==> src/sv/adaptive_step_error_controller_defines.svh <==
// Assertion macros for the adaptive step error controller.
`ifndef ADAPTIVE_STEP_ERROR_CONTROLLER_DEFINES_SVH
`define ADAPTIVE_STEP_ERROR_CONTROLLER_DEFINES_SVH

// Check a property on every clock edge out of reset.
`define ASEC_ASSERT_RST(lbl, clk, rst_n, prop, msg) \
  lbl: assert property (@(posedge clk) disable iff (!rst_n) prop) else $error(msg);

// Check a property on every clock edge, reset included.
`define ASEC_ASSERT_ALWAYS(lbl, clk, prop, msg) \
  lbl: assert property (@(posedge clk) prop) else $error(msg);

`endif

==> src/sv/asec_pkg.sv <==
// Shared types and constants of the adaptive step error controller.
`default_nettype none
package asec_pkg;

  localparam logic [31:0] ONE_Q24   = 32'h0100_0000;
  localparam logic [47:0] RATIO_MAX = 48'hFFFF_FFFF_FFFF;
  localparam logic [47:0] SMALL_R   = 48'd262144;

  // ceil(2^42 / 10), split at bit 32, for the divide by ten
  localparam logic [6:0]  RCP_HI = 7'h66;
  localparam logic [31:0] RCP_LO = 32'h6666_6667;

  localparam int unsigned DIV_BITS = 72;
  localparam int unsigned LIMBS    = 6;
  localparam int unsigned PASSES   = 6;
  localparam int unsigned FBIT_TOP = 24;

  localparam logic [1:0] CFG_DIPOLE = 2'd0;
  localparam logic [1:0] CFG_MINTOL = 2'd1;
  localparam logic [1:0] CFG_SCALE  = 2'd2;

  typedef enum logic [1:0] {
    CMD_CLR = 2'd0,
    CMD_UPD = 2'd1,
    CMD_ERR = 2'd2,
    CMD_QRY = 2'd3
  } cmd_t;

  typedef enum logic {
    DV_ERR = 1'b0,
    DV_QRY = 1'b1
  } dsel_t;

  typedef struct packed {
    logic       load_in;
    logic       sweep_we;
    logic       sweep_one;
    logic       upd_write;
    logic       clr_max;
    logic       sq_en;
    logic       div_start;
    dsel_t      div_sel;
    logic       div_step;
    logic       erec;
    logic       r_latch;
    logic       f_two;
    logic       f_zero;
    logic       try_init;
    logic       limb_step;
    logic       limb_first;
    logic       limb_last;
    logic       chk;
    logic       mulo;
    logic       ten_load;
    logic       rcp_mul;
    logic       out_load;
    logic [4:0] bit_sel;
  } ctl_t;

endpackage
`default_nettype wire

==> src/sv/asec_ctrl.sv <==
// Controller: sequences commands, RAM sweeps, divider runs and the root search.
`default_nettype none
module asec_ctrl #(
  parameter int PARTICLES = 1024
) (
  input  wire logic           clk,
  input  wire logic           rst_n,
  input  wire logic           in_tvalid,
  output logic                in_tready,
  input  wire logic [1:0]     in_cmd,
  input  wire logic [9:0]     in_idx,
  input  wire logic           out_tready,
  output logic                out_tvalid,
  input  wire logic           r_small,
  output asec_pkg::ctl_t      ctl,
  output logic [(PARTICLES > 1 ? $clog2(PARTICLES) : 1)-1:0] sweep_addr
);
  localparam int AW = (PARTICLES > 1) ? $clog2(PARTICLES) : 1;
  localparam int CW = (AW > 7) ? AW : 7;

  typedef enum logic [17:0] {
    S_IDLE  = 18'b000000000000000001,
    S_RST   = 18'b000000000000000010,
    S_SWEEP = 18'b000000000000000100,
    S_RD    = 18'b000000000000001000,
    S_UPD   = 18'b000000000000010000,
    S_SQ    = 18'b000000000000100000,
    S_EDIV  = 18'b000000000001000000,
    S_QDIV  = 18'b000000000010000000,
    S_DIV   = 18'b000000000100000000,
    S_EREC  = 18'b000000001000000000,
    S_QR    = 18'b000000010000000000,
    S_TRY   = 18'b000000100000000000,
    S_LIMB  = 18'b000001000000000000,
    S_CHK   = 18'b000010000000000000,
    S_MULO  = 18'b000100000000000000,
    S_TEN   = 18'b001000000000000000,
    S_RCP   = 18'b010000000000000000,
    S_OUT   = 18'b100000000000000000
  } state_t;

  state_t         state_r, state_nxt;
  logic [CW-1:0]  cnt_r, cnt_nxt;
  asec_pkg::cmd_t cmd_r, cmd_nxt;
  logic [2:0]     limb_r, limb_nxt, pass_r, pass_nxt;
  logic [4:0]     bit_r, bit_nxt;
  logic           outv_r, outv_nxt;
  logic           idx_ok;

  assign in_tready  = state_r == S_IDLE;
  assign out_tvalid = outv_r;
  assign sweep_addr = cnt_r[AW-1:0];
  assign idx_ok     = 17'(in_idx) < 17'(PARTICLES);

  always_comb begin
    state_nxt   = state_r;
    cnt_nxt     = cnt_r;
    cmd_nxt     = cmd_r;
    limb_nxt    = limb_r;
    pass_nxt    = pass_r;
    bit_nxt     = bit_r;
    outv_nxt    = outv_r;
    ctl         = '0;
    ctl.bit_sel = bit_r;
    if (outv_r && out_tready) begin
      outv_nxt = 1'b0;
    end
    unique case (state_r)
      S_IDLE: begin
        if (in_tvalid) begin
          ctl.load_in = 1'b1;
          cmd_nxt     = asec_pkg::cmd_t'(in_cmd);
          cnt_nxt     = '0;
          unique case (asec_pkg::cmd_t'(in_cmd))
            asec_pkg::CMD_CLR: begin
              ctl.clr_max = 1'b1;
              state_nxt   = S_SWEEP;
            end
            asec_pkg::CMD_UPD, asec_pkg::CMD_ERR: state_nxt = idx_ok ? S_RD : S_IDLE;
            asec_pkg::CMD_QRY: state_nxt = S_QDIV;
            default: state_nxt = S_IDLE;
          endcase
        end
      end
      S_RST, S_SWEEP: begin
        ctl.sweep_we  = 1'b1;
        ctl.sweep_one = state_r == S_RST;
        if (cnt_r == CW'(PARTICLES - 1)) begin
          state_nxt = S_IDLE;
        end else begin
          cnt_nxt = cnt_r + 1'b1;
        end
      end
      S_RD: state_nxt = (cmd_r == asec_pkg::CMD_UPD) ? S_UPD : S_SQ;
      S_UPD: begin
        ctl.upd_write = 1'b1;
        state_nxt     = S_IDLE;
      end
      S_SQ: begin
        ctl.sq_en = 1'b1;
        state_nxt = S_EDIV;
      end
      S_EDIV: begin
        ctl.div_start = 1'b1;
        ctl.div_sel   = asec_pkg::DV_ERR;
        cnt_nxt       = '0;
        state_nxt     = S_DIV;
      end
      S_QDIV: begin
        ctl.div_start = 1'b1;
        ctl.div_sel   = asec_pkg::DV_QRY;
        cnt_nxt       = '0;
        state_nxt     = S_DIV;
      end
      S_DIV: begin
        ctl.div_step = 1'b1;
        if (cnt_r == CW'(asec_pkg::DIV_BITS - 1)) begin
          if (cmd_r == asec_pkg::CMD_ERR) begin
            state_nxt = S_EREC;
          end else begin
            state_nxt = S_QR;
          end
        end else begin
          cnt_nxt = cnt_r + 1'b1;
        end
      end
      S_EREC: begin
        ctl.erec  = 1'b1;
        state_nxt = S_IDLE;
      end
      S_QR: begin
        ctl.r_latch = 1'b1;
        if (r_small) begin
          ctl.f_two = 1'b1;
          state_nxt = S_MULO;
        end else begin
          ctl.f_zero = 1'b1;
          bit_nxt    = 5'(asec_pkg::FBIT_TOP);
          state_nxt  = S_TRY;
        end
      end
      S_TRY: begin
        ctl.try_init = 1'b1;
        limb_nxt     = '0;
        pass_nxt     = '0;
        state_nxt    = S_LIMB;
      end
      S_LIMB: begin
        ctl.limb_step  = 1'b1;
        ctl.limb_first = limb_r == 3'd0;
        ctl.limb_last  = limb_r == 3'(asec_pkg::LIMBS - 1);
        if (limb_r == 3'(asec_pkg::LIMBS - 1)) begin
          limb_nxt = '0;
          pass_nxt = pass_r + 1'b1;
          if (pass_r == 3'(asec_pkg::PASSES - 1)) begin
            state_nxt = S_CHK;
          end
        end else begin
          limb_nxt = limb_r + 1'b1;
        end
      end
      S_CHK: begin
        ctl.chk = 1'b1;
        if (bit_r == 5'd0) begin
          state_nxt = S_MULO;
        end else begin
          bit_nxt   = bit_r - 1'b1;
          state_nxt = S_TRY;
        end
      end
      S_MULO: begin
        ctl.mulo  = 1'b1;
        state_nxt = S_TEN;
      end
      S_TEN: begin
        ctl.ten_load = 1'b1;
        state_nxt    = S_RCP;
      end
      S_RCP: begin
        ctl.rcp_mul = 1'b1;
        state_nxt   = S_OUT;
      end
      S_OUT: begin
        // hold until the output slot is free
        if (!outv_r || out_tready) begin
          ctl.out_load = 1'b1;
          outv_nxt     = 1'b1;
          state_nxt    = S_IDLE;
        end
      end
      default: state_nxt = S_IDLE;
    endcase
  end

  always_ff @(posedge clk) begin
    if (!rst_n) begin
      state_r <= S_RST;
      cnt_r   <= '0;
      cmd_r   <= asec_pkg::CMD_CLR;
      limb_r  <= '0;
      pass_r  <= '0;
      bit_r   <= '0;
      outv_r  <= 1'b0;
    end else begin
      state_r <= state_nxt;
      cnt_r   <= cnt_nxt;
      cmd_r   <= cmd_nxt;
      limb_r  <= limb_nxt;
      pass_r  <= pass_nxt;
      bit_r   <= bit_nxt;
      outv_r  <= outv_nxt;
    end
  end
endmodule
`default_nettype wire

==> config.mk <==
export PLATFORM = sky130hd
export DESIGN_NAME = asec_ctrl
export DESIGN_NICKNAME = d
export VERILOG_FILES = /design/src/sv/adaptive_step_error_controller_defines.svh /design/src/sv/asec_pkg.sv /design/src/sv/asec_ctrl.sv
export SDC_FILE = /design/constraint.sdc
export NUM_CORES = 1
export LEC_CHECK = 0
export ABC_AREA = 1
export BUFFER_PORTS_ARGS = -buffer_cell sky130_fd_sc_hd__buf_2
export CAP_MARGIN = 10
export CORE_ASPECT_RATIO = 0.8
export CORE_MARGIN = 3
export CORE_UTILIZATION = 44
export CTS_CLUSTER_SIZE = 28
export DETAILED_ROUTE_END_ITERATION = 7
export PLACE_DENSITY = 0.66
export SETUP_SLACK_MARGIN = 0.2
export SYNTH_ARGS = -nofsm -noshare
export SYNTH_HDL_FRONTEND = slang
export SYNTH_SLANG_ARGS = --single-unit
==> constraint.sdc <==
create_clock -name clk -period 2.1 [get_ports clk]
set_input_delay 0 -clock clk [delete_from_list [all_inputs] [get_ports clk]]
set_output_delay 0 -clock clk [all_outputs]
set_load 0.01 [all_outputs]
Yosys cells after proc, flatten, opt, wreduce, memory -nomap -nowiden
Cells that the tools add are included.
{"block": "op_classes", "n_addsub": 4, "eq_ne": 37, "mux": 48, "n_reduce_logical": 17}
{"op": "$pmux W18 S14", "n": 1}
{"op": "$mux W18", "n": 6}
{"op": "$pmux W18 S3", "n": 1}
{"op": "$pmux W10 S4", "n": 1}
{"op": "$mux W10", "n": 3}
{"op": "$mux W15", "n": 2}
{"op": "$mux W1", "n": 21}
{"op": "$ne A2 B2 Y1 const B", "n": 10}
{"op": "$eq A18 B1 Y1 const B", "n": 1}
{"op": "$eq A18 B10 Y1 const B", "n": 1}
{"op": "$eq A18 B11 Y1 const B", "n": 1}
{"op": "$eq A18 B12 Y1 const B", "n": 1}
{"op": "$eq A18 B13 Y1 const B", "n": 1}
{"op": "$eq A18 B14 Y1 const B", "n": 1}
{"op": "$eq A18 B15 Y1 const B", "n": 1}
{"op": "$eq A18 B16 Y1 const B", "n": 1}
{"op": "$eq A18 B17 Y1 const B", "n": 1}
{"op": "$eq A18 B18 Y1 const B", "n": 1}
{"op": "$eq A18 B2 Y1 const B", "n": 1}
{"op": "$eq A18 B3 Y1 const B", "n": 1}
{"op": "$eq A18 B4 Y1 const B", "n": 1}
{"op": "$eq A18 B5 Y1 const B", "n": 1}
{"op": "$eq A18 B6 Y1 const B", "n": 1}
{"op": "$eq A18 B7 Y1 const B", "n": 1}
{"op": "other kinds (31)", "n": 45}
{"block": "totals", "ff_bits": 42, "in_bits": 17, "output_inout_bits": 39, "word_cells": 113}

Depth between registers and ports, before layout
{"block": "logic_depth", "word_depth": 5, "depth_mapped": 12, "mapped_depth_nobuf": 12}

Worst setup path after synthesis
No wires, ideal clock.
{"block": "synth_timing", "path_type": "reg2reg", "from": "reg cnt_r[1] (netlist: sweep_addr[1])", "to": "reg state_r[0]", "setup_time_ps": 113, "arrival_time_ps": 1540, "t_required_ps": 1987, "path_slack_ps": 447, "stages_incl_launch_ff": 13, "n_path_buf": 0, "period_less_slack_ps": 1653, "path_cell_list": "dfxtp_1 > ha_1 > nand2_1 > nor2_2 > nand3_1 > inv_1 > nand3_2 > nand2_1 > inv_1 > nor2_4 > nand2_1 > nand2_1 > nor2_1"}
{"block": "synth_between", "elab_chain_len": 3, "elab_cells_between_ends": 5, "cone_classes": "4 x eq/ne; 1 x reduce/logical"}
{"element": "start, declared", "line_no": "asec_ctrl.sv:43", "source": "logic [CW-1:0] cnt_r, cnt_nxt;"}
{"element": "start signal, assigned", "line_no": "asec_ctrl.sv:206", "source": "cnt_r <= cnt_nxt;"}
{"element": "$eq A10 B7 Y1 / $eq A10 B10 Y1 (equally long branches)", "line_no": "asec_ctrl.sv:117, asec_ctrl.sv:88"}
{"element": "$ne A2 B2 Y1 (no line)"}
{"element": "$reduce_and A6 Y1 (no line) (*)"}
{"element": "end signal, assigned", "line_no": "asec_ctrl.sv:205", "source": "state_r <= state_nxt;"}
{"element": "end, declared", "line_no": "asec_ctrl.sv:42", "source": "state_t state_r, state_nxt;"}
Every way passes the cells marked *; elsewhere a longest branch is shown, timed or not.
A chain may end at the register's enable or synchronous reset.

Worst setup path after layout
{"block": "layout_timing", "from": "reg cnt_r[0] (netlist: sweep_addr[0])", "to": "reg state_r[10]"}
Same word-level chain as after synthesis.

==> impl_metrics.py <==
metrics = {
    "sta": {
        "hold_viol_final": 0,
        "fin_tns_setup_ps": 0,
        "tightestPinTransition_ps": 615,
        "hold_ws_ps": 63.7,
        "period_share": 0.849,
        "setup_viol": 0,
        "drv_slew": 0,
        "finClkSkew_ps": 6.83,
        "relSlewSlack": 0.587,
        "max_freq_mhz": 561,
        "min_period_ps": 1780,
        "grt_setup_unrepaired": "no",
    },
    "floorplanning": {
        "start_util": 0.471,
        "die_x_um": 96.6,
        "die_y_um": 78.5,
        "fp-row-count": 25,
        "boundaryPins": 56,
        "core_um2": 6130,
        "die_area_um2": 7580,
    },
    "setup_path": {
        "crit_path_frequent_cell": "nor2_1",
        "arrival_ps": 2000,
        "cp_slowest_cell": "dfxtp_2",
        "startpoint_type": "flip-flop",
        "cp_slowest_stage_delay_ps": 370,
        "cp_cell_sequence": "ha_4, nand2_4, inv_2, nand3_1, nor2_2, buf_4, nor2_1, nor2_1, nand2_2, nor2_4, nand3_1, nor2_1",
        "critical_path.max_fanout": 5,
        "crit_family": "simple AND/OR/NAND/NOR gates",
        "critPathKind": "reg -> reg",
        "cp.required_ps": 2320,
        "end_kind": "flip-flop",
        "crit_buf_inv": 2,
    },
    "placement": {
        "place.gp.congestion": 0.868,
        "io_buffers": 45,
        "hpwlAfterDp_um": 5320,
        "dp.cells": 552,
    },
    "power": {
        "p_total_mw": 3.32,
        "ir_drop_uv": 343,
        "p_leak_nw": 1.87,
        "cellPowerDensity_nw_per_um2": 914,
    },
    "cts": {
        "clkLatencyLatePin_ps": 300,
        "cts_sinks": 42,
        "htreeDepth": 2,
        "cts-root-buf": "clkbuf_8",
        "cts_buffer_depth": 2,
        "cts_tree": "built",
        "clkSlewWorstSetupHoldPaths_ps": 80,
        "cts_buffers": 5,
    },
    "yosys": {
        "synth_edf_count": 0,
        "ys_seq_area_frac": 0.291,
        "syn_area_um2": 2890,
        "async_flop_share": 0,
        "synth_nets": 447,
        "synthDominantCellAreaShare": 0.291,
        "synth-seq-cells": 42,
        "synth_common_cells": "nand2_1 (77), nor2_1 (76), inv_1 (55)",
        "synthFlopType": "dfxtp_1",
        "synth_area_per_cell_um2": 6.83,
        "syn_inst": 423,
        "yosysMostFrequentCell": "nand2_1",
        "ys_types": 39,
        "synth_warnings": 0,
        "ys_top_cells_by_area": "dfxtp_1 (29%), nand2_1 (10%), nor2_1 (9.9%), inv_1 (7.1%), nand3_1 (6.4%)",
        "yosysTopAreaCell": "dfxtp_1",
    },
    "global_routing": {
        "grt_max_degree": 24,
        "grt_pass1_wl_um": 12200,
        "grt_pass1_vias": 2583,
        "antenna_found_initial": 0,
        "track_usage": 0.192,
        "grt-ovfl-total": 0,
    },
    "finish": {
        "drive_gt1_frac": 0.296,
        "fillCellCount": 584,
        "seq_area_um2": 845,
        "diodes": 0,
        "multi_input_area_um2": 1860,
        "layoutNonFillerInstCount": 585,
        "areaGrowthSynthToFinish_pct": 25.6,
        "nNetsFinal": 527,
    },
    "outcome": {
        "outcome": "complete, no violations",
    },
    "route": {
        "wl_per_cell_um": 13.4,
        "wl_met1_um": 3720,
        "vias_per_cell": 5.09,
        "antenna_left": 0,
        "dr_wl_met3_um": 545,
        "top_layer_used": "met4",
        "drt_iter0_drc": 168,
        "first_pass_iters": 5,
        "dr_wl_met2_um": 3490,
        "drc": 0,
        "wl_um": 7830,
        "vias": 2980,
    },
    "worst_hold_path": {
        "worstHoldPathType": "in -> reg",
    },
    "flow_run": {
        "maxCapViolCount": 0,
    },
}
## area by class of cell
class,count,area share
sequential,42,0.233
multi-input combinational,317,0.513
clock buffer,7,0.0210
timing repair buffer,78,0.136
tap,81,0.0279
clock inverter,1,0.00827
inverter,59,0.0610
## logic make-up after synthesis
group | synth area share
simple gates | 0.485
buf+inv | 0.101
flops | 0.291
compound gates | 0.0810
fa+ha+maj | 0.0303
xor+xnor | 0.0121
## sequential cells by signal, summed over array words and instances, names as in the netlist
register,cells
bit_r,5
cmd_r,2
limb_r,3
out_tvalid,1
pass_r,3
state_r,18
sweep_addr,10
## cells in the final DEF, fill, tap and decap left out, types with 6 or more instances in the layout
| cell | n |
|---|---|
| nand2_1 | 75 |
| nor2_1 | 73 |
| inv_1 | 52 |
| buf_2 | 45 |
| dfxtp_1 | 39 |
| nand3_1 | 35 |
| buf_4 | 29 |
| a21oi_1 | 23 |
| nor2_4 | 14 |
| nor3_1 | 12 |
| nand3_2 | 9 |
| nand4_1 | 9 |
| o21ai_0 | 8 |
| nor2_2 | 7 |
| nand2_2 | 6 |
| nand3_4 | 6 |
| inv_2 | 6 |
| ha_1 | 6 |
## worst paths after layout
kind / from / to / depth (start not counted) / slack (ps)
max: sweep_addr[0]$_SDFFE_PN0P_ / state_r[10]$_SDFFE_PN0P_ / 12 / 320
min: r_small / state_r[11]$_SDFFE_PN0P_ / 4 / 60
max reg2reg: sweep_addr[0]$_SDFFE_PN0P_ / state_r[10]$_SDFFE_PN0P_ / 12 / 320
min reg2reg: bit_r[0]$_SDFFE_PN0P_ / bit_r[0]$_SDFFE_PN0P_ / 1 / 480
## worst reg2reg max path, cell delays in order (launching register included)
cell,delay (ps)
dfxtp_2,370
ha_4,160
nand2_4,70
inv_2,70
nand3_1,80
nor2_2,130
buf_4,110
nor2_1,40
nor2_1,160
nand2_2,110
nor2_4,190
nand3_1,120
nor2_1,110
## repair_timing
action,4_1_cts,5_1_grt
hold endpoints to repair,3,0
hold buffers,3,0
resized for setup,2,20
setup buffers,0,19
cloned,0,3
setup endpoints to repair,10,26
pin swaps,0,12
## layer usage
layer / vias to the layer above / track usage
li1: 1524 / -
met1: 1345 / 0.274
met2: 102 / 0.289
met3: 9 / 0.0497
met4: 0 / 0.0421
met5: - / 0
## power breakdown
group,switching [mW],internal (mW),total (mW)
clock,0.285,0.356,0.641
combinational,1.10,0.639,1.74
sequential,0.0720,0.865,0.937
total,1.46,1.86,3.32
## per-stage QoR
stage | cell area (um^2) | utilization | setup slack (ps)
2_1_floorplan | 2890 | - | 447
3_3_place_gp | 3230 | 0.527 | -39.6
3_5_place_dp | 3230 | 0.527 | -140
4_1_cts | 3370 | 0.550 | 211
5_1_grt | 3630 | 0.592 | 167
6_report | 3630 | 0.592 | 317
(Power assumes the default switching activity.)
